## src/rtl/rrt_pkg.sv

```systemverilog
// Shared types and constants for the retransmit request table.
`timescale 1ns / 1ps

package rrt_pkg;

  localparam int unsigned MAX_RESULTS = 32;
  localparam int unsigned CNT_W = $clog2(MAX_RESULTS + 1);
  localparam logic [31:0] RETRY_GAP_RST = 32'd1000;

  typedef enum logic [1:0] {
    CMD_ADD    = 2'd0,
    CMD_POLL   = 2'd1,
    CMD_ARRIVE = 2'd2,
    CMD_CLEAN  = 2'd3
  } cmd_t;

  typedef enum logic [2:0] {
    STAT_ADDED     = 3'd0,
    STAT_FULL      = 3'd1,
    STAT_MATCHED   = 3'd2,
    STAT_NOT_FOUND = 3'd3,
    STAT_CLEANED   = 3'd4,
    STAT_DUE       = 3'd5,
    STAT_NONE_DUE  = 3'd6
  } status_t;

  typedef enum logic [1:0] {
    S_IDLE   = 2'd0,
    S_SCAN   = 2'd1,
    S_FINISH = 2'd2
  } state_t;

  typedef struct packed {
    logic [31:0] stamp;
    logic [31:0] source_id;
    logic [31:0] source_seq;
    logic [31:0] own_seq;
  } entry_t;

endpackage

```

## src/rtl/rrt_if.sv

```systemverilog
// Request and result channel interfaces.
`timescale 1ns / 1ps

interface rrt_req_if;
  logic        valid;
  logic        ready;
  logic [1:0]  cmd;
  logic [31:0] now_time;
  logic [31:0] stamp;
  logic [31:0] source_id;
  logic [31:0] source_seq;
  logic [31:0] own_seq;

  modport source (output valid, cmd, now_time, stamp, source_id, source_seq, own_seq,
                  input ready);
  modport sink   (input valid, cmd, now_time, stamp, source_id, source_seq, own_seq,
                  output ready);
endinterface

interface rrt_res_if;
  logic        valid;
  logic        ready;
  logic [2:0]  status;
  logic [31:0] out_stamp;
  logic [31:0] out_source_id;
  logic [31:0] out_source_seq;
  logic [31:0] out_own_seq;
  logic        last;

  modport source (output valid, status, out_stamp, out_source_id, out_source_seq,
                  out_own_seq, last, input ready);
  modport sink   (input valid, status, out_stamp, out_source_id, out_source_seq,
                  out_own_seq, last, output ready);
endinterface

```

## src/rtl/rrt_ctrl.sv

```systemverilog
// Command sequencer: slot scan, shared compare, valid bits and result register.
`timescale 1ns / 1ps

module rrt_ctrl import rrt_pkg::*; #(
  parameter int TABLE_DEPTH = 32,
  localparam int IDX_W = $clog2(TABLE_DEPTH),
  localparam int OCC_W = $clog2(TABLE_DEPTH + 1)
) (
  input  logic             clk,
  input  logic             rst_n,
  rrt_req_if.sink          req,
  rrt_res_if.source        res,
  input  logic             cfg_we,
  input  logic [31:0]      cfg_wdata,
  // slot data memory
  output logic             d_re,
  output logic [IDX_W-1:0] d_raddr,
  input  entry_t           d_rdata,
  output logic             d_we,
  output logic [IDX_W-1:0] d_waddr,
  output entry_t           d_wdata,
  // last-check time memory
  output logic             c_we,
  output logic [IDX_W-1:0] c_waddr,
  output logic [31:0]      c_wdata,
  input  logic [31:0]      c_rdata
);

  localparam logic [IDX_W-1:0] LAST_IDX = IDX_W'(TABLE_DEPTH - 1);
  localparam logic [OCC_W-1:0] FULL_OCC = OCC_W'(TABLE_DEPTH);
  localparam logic [CNT_W-1:0] CNT_MAX  = CNT_W'(MAX_RESULTS);

  state_t                 state_r, state_nxt;
  cmd_t                   cmd_r, cmd_nxt;
  logic [31:0]            now_r, now_nxt;
  logic [31:0]            line_r, line_nxt;
  entry_t                 req_r, req_nxt;
  logic [31:0]            gap_r;
  logic [TABLE_DEPTH-1:0] valid_r, valid_nxt;
  logic [OCC_W-1:0]       occ_r, occ_nxt;
  logic [IDX_W-1:0]       rd_idx_r, rd_idx_nxt;
  logic                   rd_done_r, rd_done_nxt;
  logic                   cmp_vld_r, cmp_vld_nxt;
  logic [IDX_W-1:0]       cmp_idx_r, cmp_idx_nxt;
  logic                   found_r, found_nxt;
  logic                   pend_vld_r, pend_vld_nxt;
  entry_t                 pend_r, pend_nxt;
  logic [CNT_W-1:0]       cnt_r, cnt_nxt;
  status_t                fin_r, fin_nxt;

  logic                   out_vld_r, out_vld_nxt;
  status_t                out_status_r, out_status_nxt;
  entry_t                 out_ent_r, out_ent_nxt;
  logic                   out_last_r, out_last_nxt;

  logic                   out_free;
  logic                   hit;
  logic                   stall;
  logic [32:0]            diff;
  logic                   push;
  status_t                push_status;
  entry_t                 push_ent;
  logic                   push_last;

  assign out_free = !out_vld_r || res.ready;
  assign diff     = {1'b0, req.now_time} - {1'b0, gap_r};

  // shared compare on the slot whose data has just come out of memory
  always_comb begin
    hit = 1'b0;
    if (cmp_vld_r && valid_r[cmp_idx_r]) begin
      case (cmd_r)
        CMD_POLL:   hit = (c_rdata <= line_r) && (cnt_r != CNT_MAX);
        CMD_ARRIVE: hit = !found_r && (d_rdata.own_seq == req_r.own_seq) &&
                          (d_rdata.stamp == req_r.stamp);
        CMD_CLEAN:  hit = (d_rdata.stamp == req_r.stamp);
        default:    hit = 1'b0;
      endcase
    end
  end

  assign stall = hit && (cmd_r == CMD_POLL) && pend_vld_r && !out_free;

  always_comb begin
    state_nxt    = state_r;
    cmd_nxt      = cmd_r;
    now_nxt      = now_r;
    line_nxt     = line_r;
    req_nxt      = req_r;
    valid_nxt    = valid_r;
    occ_nxt      = occ_r;
    rd_idx_nxt   = rd_idx_r;
    rd_done_nxt  = rd_done_r;
    cmp_vld_nxt  = cmp_vld_r;
    cmp_idx_nxt  = cmp_idx_r;
    found_nxt    = found_r;
    pend_vld_nxt = pend_vld_r;
    pend_nxt     = pend_r;
    cnt_nxt      = cnt_r;
    fin_nxt      = fin_r;
    d_re         = 1'b0;
    d_raddr      = rd_idx_r;
    d_we         = 1'b0;
    d_waddr      = rd_idx_r;
    d_wdata      = req_r;
    c_we         = 1'b0;
    c_waddr      = cmp_idx_r;
    c_wdata      = now_r;
    push         = 1'b0;
    push_status  = fin_r;
    push_ent     = '0;
    push_last    = 1'b1;

    case (state_r)
      S_IDLE: begin
        if (req.valid) begin
          cmd_nxt      = cmd_t'(req.cmd);
          now_nxt      = req.now_time;
          line_nxt     = diff[32] ? 32'd0 : diff[31:0];
          req_nxt      = '{stamp: req.stamp, source_id: req.source_id,
                           source_seq: req.source_seq, own_seq: req.own_seq};
          rd_idx_nxt   = '0;
          rd_done_nxt  = 1'b0;
          cmp_vld_nxt  = 1'b0;
          found_nxt    = 1'b0;
          pend_vld_nxt = 1'b0;
          cnt_nxt      = '0;
          if ((cmd_t'(req.cmd) == CMD_ADD) && (occ_r == FULL_OCC)) begin
            fin_nxt   = STAT_FULL;
            state_nxt = S_FINISH;
          end else begin
            state_nxt = S_SCAN;
          end
        end
      end

      S_SCAN: begin
        if (cmd_r == CMD_ADD) begin
          // walk the valid bits for the lowest free slot
          if (!valid_r[rd_idx_r]) begin
            d_we                 = 1'b1;
            c_we                 = 1'b1;
            c_waddr              = rd_idx_r;
            c_wdata              = 32'd0;
            valid_nxt[rd_idx_r]  = 1'b1;
            occ_nxt              = occ_r + 1'b1;
            fin_nxt              = STAT_ADDED;
            state_nxt            = S_FINISH;
          end else if (rd_idx_r == LAST_IDX) begin
            fin_nxt   = STAT_FULL;
            state_nxt = S_FINISH;
          end else begin
            rd_idx_nxt = rd_idx_r + 1'b1;
          end
        end else if (!stall) begin
          if (hit) begin
            case (cmd_r)
              CMD_POLL: begin
                c_we         = 1'b1;
                cnt_nxt      = cnt_r + 1'b1;
                pend_vld_nxt = 1'b1;
                pend_nxt     = d_rdata;
                // older due entry goes out now; the newest is held back for last
                if (pend_vld_r) begin
                  push        = 1'b1;
                  push_status = STAT_DUE;
                  push_ent    = pend_r;
                  push_last   = 1'b0;
                end
              end
              CMD_ARRIVE: begin
                valid_nxt[cmp_idx_r] = 1'b0;
                occ_nxt              = occ_r - 1'b1;
                found_nxt            = 1'b1;
              end
              CMD_CLEAN: begin
                valid_nxt[cmp_idx_r] = 1'b0;
                occ_nxt              = occ_r - 1'b1;
              end
              default: ;
            endcase
          end
          d_re        = !rd_done_r;
          cmp_vld_nxt = !rd_done_r;
          cmp_idx_nxt = rd_idx_r;
          if (!rd_done_r) begin
            if (rd_idx_r == LAST_IDX) begin
              rd_done_nxt = 1'b1;
            end else begin
              rd_idx_nxt = rd_idx_r + 1'b1;
            end
          end else begin
            state_nxt = S_FINISH;
          end
        end
      end

      S_FINISH: begin
        if (out_free) begin
          push      = 1'b1;
          push_last = 1'b1;
          case (cmd_r)
            CMD_POLL: begin
              if (pend_vld_r) begin
                push_status = STAT_DUE;
                push_ent    = pend_r;
              end else begin
                push_status = STAT_NONE_DUE;
              end
            end
            CMD_ARRIVE: push_status = found_r ? STAT_MATCHED : STAT_NOT_FOUND;
            CMD_CLEAN:  push_status = STAT_CLEANED;
            default:    push_status = fin_r;
          endcase
          state_nxt = S_IDLE;
        end
      end

      default: state_nxt = S_IDLE;
    endcase

    out_vld_nxt    = out_vld_r && !res.ready;
    out_status_nxt = out_status_r;
    out_ent_nxt    = out_ent_r;
    out_last_nxt   = out_last_r;
    if (push) begin
      out_vld_nxt    = 1'b1;
      out_status_nxt = push_status;
      out_ent_nxt    = push_ent;
      out_last_nxt   = push_last;
    end
  end

  always_ff @(posedge clk) begin
    if (!rst_n) begin
      state_r    <= S_IDLE;
      gap_r      <= RETRY_GAP_RST;
      valid_r    <= '0;
      occ_r      <= '0;
      out_vld_r  <= 1'b0;
      rd_done_r  <= 1'b0;
      cmp_vld_r  <= 1'b0;
      found_r    <= 1'b0;
      pend_vld_r <= 1'b0;
      cnt_r      <= '0;
    end else begin
      state_r    <= state_nxt;
      if (cfg_we) begin
        gap_r <= cfg_wdata;
      end
      valid_r    <= valid_nxt;
      occ_r      <= occ_nxt;
      out_vld_r  <= out_vld_nxt;
      rd_done_r  <= rd_done_nxt;
      cmp_vld_r  <= cmp_vld_nxt;
      found_r    <= found_nxt;
      pend_vld_r <= pend_vld_nxt;
      cnt_r      <= cnt_nxt;
    end
  end

  always_ff @(posedge clk) begin
    cmd_r        <= cmd_nxt;
    now_r        <= now_nxt;
    line_r       <= line_nxt;
    req_r        <= req_nxt;
    rd_idx_r     <= rd_idx_nxt;
    cmp_idx_r    <= cmp_idx_nxt;
    pend_r       <= pend_nxt;
    fin_r        <= fin_nxt;
    out_status_r <= out_status_nxt;
    out_ent_r    <= out_ent_nxt;
    out_last_r   <= out_last_nxt;
  end

  assign req.ready          = (state_r == S_IDLE);
  assign res.valid          = out_vld_r;
  assign res.status         = out_status_r;
  assign res.out_stamp      = out_ent_r.stamp;
  assign res.out_source_id  = out_ent_r.source_id;
  assign res.out_source_seq = out_ent_r.source_seq;
  assign res.out_own_seq    = out_ent_r.own_seq;
  assign res.last           = out_last_r;

endmodule

```

## src/flat_wrapper.sv

```systemverilog
// flat-port wrapper written by rule: the top's interface ports become plain ports
module rrt_ctrl_flat import rrt_pkg::*;
#(
  parameter int TABLE_DEPTH = 32,
  localparam int IDX_W = $clog2(TABLE_DEPTH),
  localparam int OCC_W = $clog2(TABLE_DEPTH + 1)
)
  (clk, rst_n, cfg_we, cfg_wdata, d_re, d_raddr, d_rdata, d_we, d_waddr, d_wdata, c_we, c_waddr, c_wdata, c_rdata, req_valid, req_cmd, req_now_time, req_stamp, req_source_id, req_source_seq, req_own_seq, req_ready, res_valid, res_status, res_out_stamp, res_out_source_id, res_out_source_seq, res_out_own_seq, res_last, res_ready);
  rrt_req_if req_i ();
  rrt_res_if res_i ();
  input  logic clk;
  input  logic rst_n;
  input  logic cfg_we;
  input  logic [31:0] cfg_wdata;
  output logic d_re;
  output logic [IDX_W-1:0] d_raddr;
  input  entry_t d_rdata;
  output logic d_we;
  output logic [IDX_W-1:0] d_waddr;
  output entry_t d_wdata;
  output logic c_we;
  output logic [IDX_W-1:0] c_waddr;
  output logic [31:0] c_wdata;
  input  logic [31:0] c_rdata;
  input wire logic [$bits(req_i.valid)-1:0] req_valid;
  input wire logic [$bits(req_i.cmd)-1:0] req_cmd;
  input wire logic [$bits(req_i.now_time)-1:0] req_now_time;
  input wire logic [$bits(req_i.stamp)-1:0] req_stamp;
  input wire logic [$bits(req_i.source_id)-1:0] req_source_id;
  input wire logic [$bits(req_i.source_seq)-1:0] req_source_seq;
  input wire logic [$bits(req_i.own_seq)-1:0] req_own_seq;
  output wire logic [$bits(req_i.ready)-1:0] req_ready;
  output wire logic [$bits(res_i.valid)-1:0] res_valid;
  output wire logic [$bits(res_i.status)-1:0] res_status;
  output wire logic [$bits(res_i.out_stamp)-1:0] res_out_stamp;
  output wire logic [$bits(res_i.out_source_id)-1:0] res_out_source_id;
  output wire logic [$bits(res_i.out_source_seq)-1:0] res_out_source_seq;
  output wire logic [$bits(res_i.out_own_seq)-1:0] res_out_own_seq;
  output wire logic [$bits(res_i.last)-1:0] res_last;
  input wire logic [$bits(res_i.ready)-1:0] res_ready;
  assign req_i.valid = req_valid;
  assign req_i.cmd = req_cmd;
  assign req_i.now_time = req_now_time;
  assign req_i.stamp = req_stamp;
  assign req_i.source_id = req_source_id;
  assign req_i.source_seq = req_source_seq;
  assign req_i.own_seq = req_own_seq;
  assign req_ready = req_i.ready;
  assign res_valid = res_i.valid;
  assign res_status = res_i.status;
  assign res_out_stamp = res_i.out_stamp;
  assign res_out_source_id = res_i.out_source_id;
  assign res_out_source_seq = res_i.out_source_seq;
  assign res_out_own_seq = res_i.out_own_seq;
  assign res_last = res_i.last;
  assign res_i.ready = res_ready;
  rrt_ctrl #(.TABLE_DEPTH(TABLE_DEPTH)) u_core (.clk(clk), .rst_n(rst_n), .req(req_i), .res(res_i), .cfg_we(cfg_we), .cfg_wdata(cfg_wdata), .d_re(d_re), .d_raddr(d_raddr), .d_rdata(d_rdata), .d_we(d_we), .d_waddr(d_waddr), .d_wdata(d_wdata), .c_we(c_we), .c_waddr(c_waddr), .c_wdata(c_wdata), .c_rdata(c_rdata));
endmodule
```

## config.mk

```make
export PLATFORM = sky130hd
export DESIGN_NAME = rrt_ctrl_flat
export DESIGN_NICKNAME = d
export VERILOG_FILES = /design/src/rtl/rrt_pkg.sv /design/src/rtl/rrt_if.sv /design/src/rtl/rrt_ctrl.sv /design/src/flat_wrapper.sv
export SDC_FILE = /design/constraint.sdc
export NUM_CORES = 1
export LEC_CHECK = 0
export BUFFER_PORTS_ARGS = -buffer_cell sky130_fd_sc_hd__buf_2
export CORE_AREA = 3 3 260 262
export CTS_BUF_LIST = sky130_fd_sc_hd__clkbuf_4 sky130_fd_sc_hd__clkbuf_8
export DETAILED_ROUTE_END_ITERATION = 7
export DIE_AREA = 0 0 263 265
export PLACE_DENSITY_LB_ADDON = 0.2
export SYNTH_ARGS = -nofsm -noshare
export SYNTH_HDL_FRONTEND = slang
export SYNTH_SLANG_ARGS = --single-unit
```

## constraint.sdc

```tcl
create_clock -name clk -period 15.9 [get_ports clk]
set_clock_uncertainty 0.2 [all_clocks]
set_input_delay 2.385 -clock clk [delete_from_list [all_inputs] [get_ports clk]]
set_output_delay 2.385 -clock clk [all_outputs]
set_load 0.005 [all_outputs]
```

# Word-level counts from Yosys, hierarchy flattened
# Cells that the tools add are included.
# W data, S select, Z words.
# op_classes
order_cmp	5
reduce_logical	35
mux	110
n_eq_ne	27
bitwise_logic	8
addsub	5
# op_table
op	n
$mux W128	6
$mux W32	8
$pmux W128 S2	1
$eq A32 B32 Y1	2
$mux W6	10
$mux W5	9
$mux W1	40
$mux W3	11
$sub A32 B32 Y33	1
$and A32 B32 Y32	1
$le A32 B32 Y1	1
$not A32 Y32	1
$or A32 B32 Y32	1
$reduce_and A5 Y1	5
$mux W2	9
$add A6 B1 Y6 const B	2
$lt A5 B6 Y1 const B	2
$ne A2 B1 Y1 const B	6
$ne A3 B3 Y1 const B	4
$pmux W3 S2	2
$pmux W6 S2	1
$reduce_and A6 Y1	2
$logic_and A1 B1 Y1	11
$bmux W1 S5	2
other kinds (27)	52
# totals
register_bits	550
elab_cells	220

# Logic depth before layout (Yosys ltp)
# Gate-level depths: netlist of the first run.
# depth
depth_word	12
mapped_depth	13
ltp_nobuf	12

# Least setup slack after synthesis of the first run
# No wires, ideal clock.
# synth_path
kind	input port to flip-flop
startpoint	in res_ready
endpoint	reg u_core.out_status_r[2] (netlist: u_core.res.status[2]), data pin
t_required_ps	15499
setup_ps	201
arrival_ps	12561
stages	4
path_slack_ps	2938
path_buffers	1
cell_sequence	nor2b_1 clkbuf_1 o21ai_0 and2_1
# synth_between
elab_chain_cells	6
elab_cells_between_ends	7
classes_between	4 x mux; 3 x reduce/logical
# synth_rtl
item	line	rtl
start: declaration	flat_wrapper.sv:40	input wire logic [$bits(res_i.ready)-1:0] res_ready;
$logic_or A1 B1 Y1 *	rrt_ctrl.sv:65	assign out_free = !out_vld_r || res.ready;
$logic_not A1 Y1	rrt_ctrl.sv:82	assign stall = hit && (cmd_r == CMD_POLL) && pend_vld_r && !out_free;
$logic_and A1 B1 Y1	rrt_ctrl.sv:82	
$mux W3	rrt_ctrl.sv:155	end else if (!stall) begin
$mux W3	rrt_ctrl.sv:138	if (cmd_r == CMD_ADD) begin
$pmux W3 S2 *	rrt_ctrl.sv:114	case (state_r)
via u_core.push_status[2]	rrt_ctrl.sv:61	status_t push_status;
end signal: assignment	rrt_ctrl.sv:271	out_status_r <= out_status_nxt;
end: declaration	rrt_ctrl.sv:52	status_t out_status_r, out_status_nxt;
# The timed path passes the listed nets; every way through them passes the cells marked *.
# A chain may end at the register's enable or synchronous reset.

# Worst setup path after layout of the first run
# layout_path
startpoint	in c_rdata[29]
endpoint	out d_re
# layout_between
elab_chain_cells	10
# layout_rtl
item	line	rtl
start: declaration	flat_wrapper.sv:24	input logic [31:0] c_rdata;
$le A32 B32 Y1	rrt_ctrl.sv:73	CMD_POLL: hit = (c_rdata <= line_r) && (cnt_r != CNT_MAX);
$logic_and A1 B1 Y1	rrt_ctrl.sv:73	
$pmux W1 S3	rrt_ctrl.sv:72	case (cmd_r)
$mux W1	rrt_ctrl.sv:71	if (cmp_vld_r && valid_r[cmp_idx_r]) begin
$logic_and A1 B1 Y1 (3 in a row)	rrt_ctrl.sv:82	
$mux W1	rrt_ctrl.sv:155	
$mux W1	rrt_ctrl.sv:138	
$mux W1	rrt_ctrl.sv:114	
end: declaration	flat_wrapper.sv:15	output logic d_re;
# Every way passes these cells.

==> metrics.csv, run 1 <==
stage,metric,value,unit
status,status,finished clean,
cts,post-CTS setup buffer count,0,
cts,"Clk pin slew, worst setup/hold paths",0.06,ns
layout,"commonest non-fill, non-tap cell in the layout",buf_2,
hold_path,WHS Path Cells,2,
cts,total CTS buffers,97,
sta,final slew viol count,0,
detailed_routing,"wirelength, routed",69.9,mm
placed_design,HPWL after detailed placement,51.8,mm
floorplan,core box area,65600,um^2
detailed_routing,"antenna viol nets, final",0,
sta,Hold WS,0.279,ns
detailed_routing,initial drt markers,1021,
setup_path,reg-to-reg critical path endpoint,u_core.pend_r[91],
setup_path,CP Data Arrival Time,5.80,ns
sta,Setup TNS,0,ns
sta,Relative slew margins,26.4,%
detailed_routing,met1 WL,27.3,mm
setup_path,crit path max-delay cell type,a2111oi_1,
layout,layout overhead on the synthesized area,27.0,%
power,power after layout,3.94,mW
setup_path,crit-path max FO,6,
power,maximum vdd ir drop,73.0,uV
floorplan,Chip Height,265,um
placed_design,dpl ws,7.65,ns
setup_path,WP depth,12,
cts,Max H-tree Level,3,
setup_path,R2R Path Start,u_core.line_r[25],
layout,Reg area,15600,um^2
floorplan,Die X,263,um
placed_design,port bufs,670,
floorplan,io pins,671,
sta,Tmin final,8.39,ns
floorplan,Starting Density,35.3,%
power,PwrDens,134,nW/um^2
detailed_routing,first drt pass iteration count,6,
setup_path,FF-to-FF path depth,10,
detailed_routing,met2 wire length,35.2,mm
synth,YS warnings,0,
cts,CTS Buffer Depth,3,
detailed_routing,Residual DRC,0,
setup_path,Critical Path Max Stage Delay,0.63,ns
global_route,number of global-route vias before repair,16300,
synth,share of the synthesized area in the top cell type,60.2,%
detailed_routing,Max Used Layer,met5,
sta,final period utilization,52.7,%
power,Static Leak,12.0,nW
setup_path,critical path class,input pin to primary output,
cts,post_cts resized,0,
synth,top_reg_cell synth,edfxtp_1,
hold_path,hold_sp,u_core.cnt_r[5],
setup_path,Bufs and invs on worst path,2,
layout,NumNets Final,2817,
global_route,total gr overflow,0,
detailed_routing,via count,16100,
layout,"commonest non-fill, non-tap cells in the layout","buf_2, edfxtp_1, and2_1, clkbuf_8, nand2_1",
placed_design,GPL Wtd Cong,0.848,
cts,Root Buffer,clkbuf_8,
floorplan,row cnt,94,
layout,Multi-input gate area,6970,um^2
hold_path,worst hold endpoint,u_core.cnt_r[5],
synth,number of synthesized register bits,548,
global_route,first-pass GRT wire length,103,mm
global_route,initial antenna violation count,22,
setup_path,Top delay family on crit path,compound AO/OA/AOI/OAI gates,
synth,Mapped Cells,1668,
synth,Syn Area/Cell,13.9,um^2
sta,final worst slack,7.51,ns
detailed_routing,metal3 WL,5.14,mm
sta,fmax,119,MHz
setup_path,CP startpoint kind,input pin,
synth,cell accounting for the most synthesized area,edfxtp_1,
cts,clock sinks,548,
synth,Post-synth EDFFs,465,
layout,share of layout cells above drive strength 1,35.9,%
setup_path,Worst EP required,13.32,ns
sta,RSZ-0062 raised after global routing,false,
synth,syn nets,2106,
global_route,GRT Resource Usage Total,19.4,%
floorplan,Die Area,69700,um^2
synth,dominant cells by area after synthesis,"edfxtp_1, dfxtp_1, and2_1",
cts,CTS tree,built,
setup_path,crit path cell chain,buf_2 -> ha_1 -> a21o_1 -> a21o_1 -> a221o_1 -> a2111oi_1 -> a2bb2oi_1 -> and2_1 -> or3_1 -> and3_1 -> and2_1 -> buf_2,
hold_path,Hold WC Path Type,flop to flop,
synth,Cell variety after synth,68,
synth,Mapped Area,23200,um^2
sta,Worst Tran Pin Value,1.09,ns
layout,Fillers,6096,
global_route,largest net degree at the start of global routing,134,
detailed_routing,Routed WL per cell,21.0,um
sta,Hold Fails Final Rpt,0,
cts,worst skew pair latency,0.71,ns
job,Max Cap Viol,0,
setup_path,CP endpoint kind,primary output,
detailed_routing,via density per instance,4.83,
synth,"Async S/R FF share, synth",0,%
sta,Setup-failing EPs final,0,
cts,# hold bufs at CTS,0,
synth,sequential share of the synthesized area,67.4,%
setup_path,launch point of the critical path,c_rdata[29],
setup_path,flop2flop setup slack,10.80,ns
cell usage after synthesis (all sizes together), types with 5 or more instances:
cell    instances
nor2b          43
ha             77
a31oi           8
inv            89
o21ai          31
a21o           22
o211ai          9
a22oi           8
dfxtp          83
nand4          21
edfxtp        465
nand2b          9
and2          170
nand3          18
mux2i          41
nand2          95
xor2           52
a21oi          67
xnor2          40
o21bai         26
nor3b           8
and3           17
buf            17
mux4            8
mux2           21
a32o            8
clkbuf         48
nor2           55
a21boi         10
o21a            5
nor3           23
nor4           17
metrics by stage:
step           utilization (%)  area (um^2)  instances
2_1_floorplan                -        23200       1668
3_3_place_gp              41.8        27400       3144
3_5_place_dp              41.8        27400       3144
4_1_cts                   44.8        29400       3324
5_1_grt                   44.8        29400       3328
6_report                  44.9        29400       3333
routing by layer:
layer / global-route usage [%] / up-vias
met3: 6.06 / 146
met5: 0 / -
met2: 33.8 / 596
met4: 6.38 / 22
met1: 22.7 / 7802
li1: - / 7521
registers in the layout, summed over array words and instances (netlist names), 2 cells and up:
signal and flops:
u_core.valid_r 32, u_core.gap_r 32, u_core.d_wdata 128, u_core.res.out_source_seq 32
u_core.now_r 32, u_core.occ_r 6, u_core.cnt_r 6, u_core.res.out_own_seq 32
u_core.line_r 32, u_core.pend_r 128, u_core.cmp_idx_r 5, u_core.cmd_r 2
u_core.res.status 3, u_core.res.out_source_id 32, u_core.res.out_stamp 32, u_core.state_r 2
u_core.d_raddr 5
cell type report:
cell class	instances	share of cell area (%)
repair buffers	677	11.6
clock buffers	145	5.87
inverters	89	1.16
multi-input cells	966	23.7
flip-flops and latches	548	53.1
clock inverters	35	0.854
diodes	9	0.0765
well taps	864	3.67
cells by family (layout without fill, tap and decap cells):
family | after synthesis | after routing | share of synthesized area (%)
other | 0 | 9 | 0
adders and majority gates | 79 | 79 | 4.33
buffers and inverters | 154 | 946 | 2.67
xor gates and xnor gates | 92 | 92 | 3.48
DFF | 548 | 548 | 67.4
and+or+nand+nor | 502 | 502 | 12.0
AOI/OAI and AO/OA | 223 | 223 | 6.53
muxes | 70 | 70 | 3.57
power by group:
| part | internal (mW) | leakage, nW | switching (mW) | total (mW) |
|---|---|---|---|---|
| clock network | 0.720 | 1.05 | 0.600 | 1.32 |
| logic | 0.289 | 5.96 | 0.430 | 0.719 |
| registers | 1.79 | 4.96 | 0.108 | 1.90 |
| total | 2.80 | 12.0 | 1.14 | 3.94 |
how the worst max path moves through the flow:
stage	endpoint	slack, ns
6_report	d_re	7.51
5_1_grt	d_re	7.38
3_3_place_gp	d_re	7.65
4_1_cts	d_re	7.65
3_5_place_dp	d_re	7.65
2_1_floorplan	u_core.res.status[2]	2.94
tightest hold or removal path: cells and delay by family (launching register included):
family        cells  cell delay (ns)
flops             1             0.33
simple gates      2             0.10
No activity file was read; power rests on OpenSTA's default activity.
==> run 2, diff against run 1 <==
- clock period: 15.9 -> 8.4 ns (I/O delays scaled with it)
==> run 2 against run 1 <==
Effect of this change:
- final area grew 0.33%
- die area is the same
- critical path depth is the same
- worst hold slack lost 0.0028 ns
- first-iteration DRC count shrank 6.1%
- clock power grew 97%
- register-to-register slack lost 7.1 ns
==> metrics.csv, run 2 (synthesis gave the netlist of run 1 again) <==
stage,metric,value,unit
detailed_routing,initial drt markers,959,
sta,Worst Tran Pin Value,1.05,ns
setup_path,crit path cell chain,buf_2 -> ha_1 -> a21o_1 -> a21o_1 -> a221o_1 -> a2111oi_1 -> a2bb2oi_1 -> and2_1 -> or3_1 -> and3_1 -> and2_1 -> buf_2,
global_route,largest net degree at the start of global routing,135,
floorplan,Die X,263,um
hold_path,Hold WC Path Type,flop to flop,
detailed_routing,first drt pass iteration count,5,
setup_path,reg-to-reg critical path endpoint,u_core.res.out_source_id[21],
hold_path,WHS Path Cells,2,
cts,Root Buffer,clkbuf_8,
hold_path,hold_sp,u_core.cnt_r[5],
sta,Tmin final,6.01,ns
layout,NumNets Final,2818,
setup_path,flop2flop setup slack,3.69,ns
cts,"Clk pin slew, worst setup/hold paths",0.06,ns
detailed_routing,via count,16000,
global_route,total gr overflow,0,
setup_path,Critical Path Max Stage Delay,0.52,ns
floorplan,core box area,65600,um^2
setup_path,CP Data Arrival Time,4.55,ns
detailed_routing,Routed WL per cell,20.7,um
global_route,number of global-route vias before repair,16400,
setup_path,crit-path max FO,6,
floorplan,io pins,671,
sta,Relative slew margins,29.1,%
sta,Setup TNS,0,ns
power,Clk network pwr share,34.5,%
floorplan,row cnt,94,
setup_path,Worst EP required,6.94,ns
power,NetSw,2.14,mW
sta,final slew viol count,0,
cts,clock sinks,548,
sta,Hold WS,0.276,ns
power,PwrDens,256,nW/um^2
sta,final period utilization,71.6,%
setup_path,FF-to-FF path depth,9,
floorplan,Starting Density,35.3,%
layout,"commonest non-fill, non-tap cell in the layout",buf_2,
layout,Finished Core Util,45.0,%
detailed_routing,via density per instance,4.79,
global_route,busiest grt layer,met2,
status,status,finished clean,
power,maximum vdd ir drop,119,uV
cts,Max H-tree Level,3,
power,Static Leak,12.0,nW
cts,total CTS buffers,96,
global_route,first-pass GRT wire length,101,mm
detailed_routing,Residual DRC,0,
sta,Hold Fails Final Rpt,0,
cts,CTS tree,built,
setup_path,CP endpoint kind,primary output,
global_route,met1 Use GR,22.4,%
setup_path,crit path max-delay cell type,a2111oi_1,
floorplan,Die Area,69700,um^2
cts,# hold bufs at CTS,0,
detailed_routing,"antenna viol nets, final",0,
hold_path,worst hold endpoint,u_core.cnt_r[5],
setup_path,critical path class,input pin to primary output,
sta,Setup-failing EPs final,0,
global_route,GR Util met3,6.37,%
placed_design,port bufs,670,
cts,CTS Buffer Depth,3,
placed_design,GPL Wtd Cong,0.844,
cts,post-CTS setup buffer count,0,
global_route,initial antenna violation count,25,
sta,fmax,166,MHz
setup_path,R2R Path Start,u_core.d_wdata[114],
floorplan,Chip Height,265,um
power,power after layout,7.55,mW
cts,post_cts resized,0,
detailed_routing,"wirelength, routed",69.0,mm
power,Power Internal,5.41,mW
setup_path,CP startpoint kind,input pin,
placed_design,HPWL after detailed placement,51.4,mm
sta,RSZ-0062 raised after global routing,false,
power,Reg power frac,47.6,%
layout,cell area after layout,29500,um^2
layout,layout overhead on the synthesized area,27.4,%
layout,"commonest non-fill, non-tap cells in the layout","buf_2, edfxtp_1, and2_1, clkbuf_8, nand2_1",
job,Max Cap Viol,0,
power,switching share of total power,28.4,%
layout,share of layout cells above drive strength 1,36.1,%
global_route,GRT Resource Usage Total,19.1,%
cts,worst skew pair latency,0.69,ns
power,Comb power frac,18.0,%
placed_design,dpl cell area,27500,um^2
global_route,grt met2 use,32.7,%
-- run 2: cell count changes in the layout (fill, tap and decap cells not counted), sizes merged --
cell	previous run	this run
diode	9	13
inv	94	93
buf	677	679
clkinvlp	1	0
clkinv	28	25
clkbuf	145	144
bufinv	1	5
-- run 2: worst max-delay path by stage --
stage / startpoint / to / slack, ns
2_1_floorplan: res_ready / u_core.res.status[2] / 0.19
3_3_place_gp: d_rdata[114] / d_re / 2.38
3_5_place_dp: d_rdata[114] / d_re / 2.35
4_1_cts: d_rdata[114] / d_re / 2.34
5_1_grt: c_rdata[29] / d_re / 2.25
6_report: c_rdata[29] / d_re / 2.39
-- run 2: routing by layer --
layer | wire length [um] | vias to the layer above | share of wire [%]
met4 | 2170 | 16 | 3.1
li1 | - | 7530 | -
met2 | 34100 | 620 | 49
met1 | 26600 | 7667 | 39
met5 | 103 | - | 0.15
met3 | 6020 | 139 | 8.7
-- run 2: final cells by class --
| type | count | area, um^2 |
|---|---|---|
| clock inverters | 34 | 338 |
| diodes | 13 | 32.5 |
| repair buffers | 679 | 3430 |
| clock buffers | 144 | 1710 |
| well taps | 864 | 1080 |
| fillers | 6137 | 36100 |
| flip-flops and latches | 548 | 15600 |
| multi-input cells | 966 | 6970 |
| inverters | 89 | 342 |
-- run 2: metrics by stage --
stage               setup WS, ns  cells
floorplan                  0.192   1668
global placement            2.38   3146
detailed placement          2.35   3146
CTS                         2.34   3324
global route                2.25   3331
finish                      2.39   3337
-- run 2: power groups by stage --
stage / Combinational, mW / Sequential, mW / Clock (mW)
final: 1.36 / 3.59 / 2.60
after global routing: 1.51 / 3.63 / 2.81
after CTS: 1.39 / 3.60 / 2.69
after detailed placement: 1.38 / 3.65 / 0
after global placement: 1.36 / 3.64 / 0
after floorplan: 0.762 / 3.65 / 0
-- run 2: worst max-delay path, delay by kind of cell --
kind	cells	cell delay (ns)
buffers and inverters	2	0.22
adder cells (fa/ha/maj)	1	0.31
AND/OR/NAND/NOR	4	1.26
AO/OA/AOI/OAI	5	1.50
==> run 3, diff against run 2 <==
- ABC_AREA: default -> 1
- CORE_AREA: 3 3 260 262 -> 3 3 264 266
- DIE_AREA: 0 0 263 265 -> 0 0 267 269
- clock period: 8.4 -> 4.9 ns (I/O delays scaled with it)
==> run 3 against run 2 <==
Effect of this change:
- first-iteration DRC count is 38% higher
- cell count is 24% higher
- non-clock buffer count is 272 higher
- via count is 24% higher
- register-to-register slack worse by 2.6 ns
- sequential power is 69% higher
- sequential cell count stayed put
- die area is 3.1% higher
- utilization is 3.9 points higher
- synthesized cell count is 33% higher
- total power is 81% higher
- critical endpoint is now c_waddr[1]
- largest cell class unchanged
==> metrics.csv, run 3 <==
stage,metric,value,unit
synth,commonest cells in the netlist,"edfxtp_1, nand2_1, nor2_1",
sta,final period utilization,89.7,%
sta,Tmin final,4.39,ns
synth,Mapped Area,23800,um^2
sta,Worst Tran Pin Value,1.00,ns
setup_path,Top delay family on crit path,simple AND/OR/NAND/NOR gates,
placed_design,port bufs,670,
power,Comb power frac,22.5,%
power,NetSw,4.21,mW
floorplan,Die Area,71800,um^2
setup_path,crit-path max FO,44,
synth,Mapped Cells,2214,
synth,most common cell in the synthesized netlist,edfxtp_1,
global_route,largest net degree at the start of global routing,154,
placed_design,Placed Cells,3717,
placed_design,GPL Wtd Cong,0.928,
global_route,number of global-route vias before repair,20000,
detailed_routing,"wirelength, routed",77.3,mm
floorplan,Die X,267,um
synth,share of the synthesized area in the top cell type,58.6,%
power,PwrDens,414,nW/um^2
setup_path,crit path max-delay cell type,edfxtp_1,
setup_path,Bufs and invs on worst path,3,
sta,final slew viol count,0,
setup_path,WP depth,12,
synth,number of synthesized register bits,548,
layout,share of layout cells above drive strength 1,27.2,%
synth,cell accounting for the most synthesized area,edfxtp_1,
synth,Post-synth EDFFs,465,
setup_path,Worst EP required,3.96,ns
cts,clock sinks,548,
floorplan,io pins,671,
layout,"non-filler cells, final",4150,
cts,CTS Buffer Depth,3,
global_route,first-pass GRT wire length,115,mm
sta,Setup TNS,0,ns
setup_path,CP Data Arrival Time,3.46,ns
setup_path,crit path cell chain,inv_1 -> o21ai_0 -> o22ai_1 -> nand3_1 -> nand4_1 -> nor2_1 -> nand2_1 -> nor2_4 -> buf_12 -> nand2_1 -> o21ai_0 -> buf_2,
job,Max Cap Viol,0,
detailed_routing,via count,19900,
power,Reg power frac,44.6,%
global_route,GRT Resource Usage Total,20.9,%
cts,CTS tree,built,
synth,top_reg_cell synth,edfxtp_1,
hold_path,Hold WC Path Type,input pin to flop,
detailed_routing,via density per instance,4.79,
cts,post_cts resized,0,
synth,syn nets,2652,
cts,total CTS buffers,97,
synth,dominant cells by area after synthesis,"edfxtp_1, dfxtp_1, nand2_1",
layout,cell area after layout,32900,um^2
global_route,initial antenna violation count,13,
layout,"commonest non-fill, non-tap cell in the layout",buf_2,
global_route,total gr overflow,0,
cts,Root Buffer,clkbuf_8,
synth,Cell variety after synth,47,
detailed_routing,Residual DRC,0,
placed_design,dpl cell area,28400,um^2
detailed_routing,"antenna viol nets, final",0,
setup_path,CP endpoint kind,primary output,
setup_path,critical path class,flop to primary output,
layout,layout overhead on the synthesized area,38.0,%
detailed_routing,first drt pass iteration count,5,
sta,RSZ-0062 raised after global routing,false,
detailed_routing,Routed WL per cell,18.6,um
synth,"Async S/R FF share, synth",0,%
synth,YS warnings,0,
floorplan,row cnt,95,
sta,Setup-failing EPs final,0,
synth,sequential share of the synthesized area,65.5,%
status,status,finished clean,
cts,"Clk pin slew, worst setup/hold paths",0.06,ns
detailed_routing,initial drt markers,1320,
placed_design,HPWL after detailed placement,55.7,mm
hold_path,WHS Path Cells,1,
cts,worst skew pair latency,0.70,ns
setup_path,FF-to-FF path depth,15,
floorplan,Starting Density,35.4,%
power,switching share of total power,30.9,%
sta,Hold Fails Final Rpt,0,
cts,# hold bufs at CTS,248,
power,Clk network pwr share,32.9,%
layout,"commonest non-fill, non-tap cells in the layout","buf_2, edfxtp_1, nand2_1, nor2_1, dlygate4sd3_1",
cts,post-CTS setup buffer count,0,
synth,Syn Area/Cell,10.8,um^2
cts,Max H-tree Level,3,
power,Static Leak,13.4,nW
floorplan,Chip Height,269,um
sta,Relative slew margins,33.2,%
sta,fmax,228,MHz
floorplan,core box area,67300,um^2
power,maximum vdd ir drop,258,uV
setup_path,CP startpoint kind,flop,
setup_path,Critical Path Max Stage Delay,0.79,ns
power,Power Internal,9.42,mW
layout,NumNets Final,3629,
## run 3: final cells by class
type	count	area [um^2]
fillers	6201	34400
diodes	8	20.0
flip-flops and latches	548	15600
multi-input cells	1347	6990
clock buffers	134	1650
repair buffers	951	6200
clock inverters	43	404
well taps	873	1090
inverters	246	930
## run 3: worst paths after layout
| check | end | startpoint | slack (ns) |
|---|---|---|---|
| max | c_waddr[1] | u_core.d_raddr[1] | 0.51 |
| min | u_core.pend_r[105] | d_rdata[105] | 0.07 |
| max reg2reg | u_core.valid_r[12] | u_core.d_raddr[1] | 1.13 |
| min reg2reg | u_core.gap_r[23] | u_core.gap_r[23] | 0.26 |
## run 3: cells by family (layout without fill, tap and decap cells)
| group | after synthesis | in the layout | share of synthesized area [%] |
|---|---|---|---|
| flip-flops | 548 | 548 | 65.5 |
| other | 0 | 8 | 0 |
| AO/OA/AOI/OAI | 339 | 339 | 7.70 |
| AND/OR/NAND/NOR | 854 | 854 | 14.5 |
| adder cells (fa/ha/maj) | 79 | 79 | 4.21 |
| XOR/XNOR | 75 | 75 | 2.75 |
| buffers and inverters | 319 | 1374 | 5.33 |
## run 3: through the flow
stage                     setup WS [ns]  power, mW  hold WS (ns)  utilization, %
after CTS                         0.318       13.8     0.0000669            48.9
after floorplan                   0.138       7.78         0.230               -
final                             0.506       13.6        0.0727            48.9
after global placement            0.873       9.01         0.247            42.1
after detailed placement          0.853       9.07         0.255            42.1
after global routing              0.234       14.4     -0.000512            48.9
## run 3: power by group through the flow
stage / registers [mW] / logic [mW] / clock network [mW]
global route: 6.13 / 3.41 / 4.84
detailed placement: 6.16 / 2.90 / 0
global placement: 6.15 / 2.86 / 0
finish: 6.08 / 3.07 / 4.49
CTS: 6.07 / 3.08 / 4.62
floorplan: 6.19 / 1.59 / 0
## run 3: metal layers
layer  part of all wire [%]  GRT usage, %
met1                     40          25.1
met3                    7.7          5.44
met2                     50          36.5
met4                    3.0          7.13
met5                   0.10             0
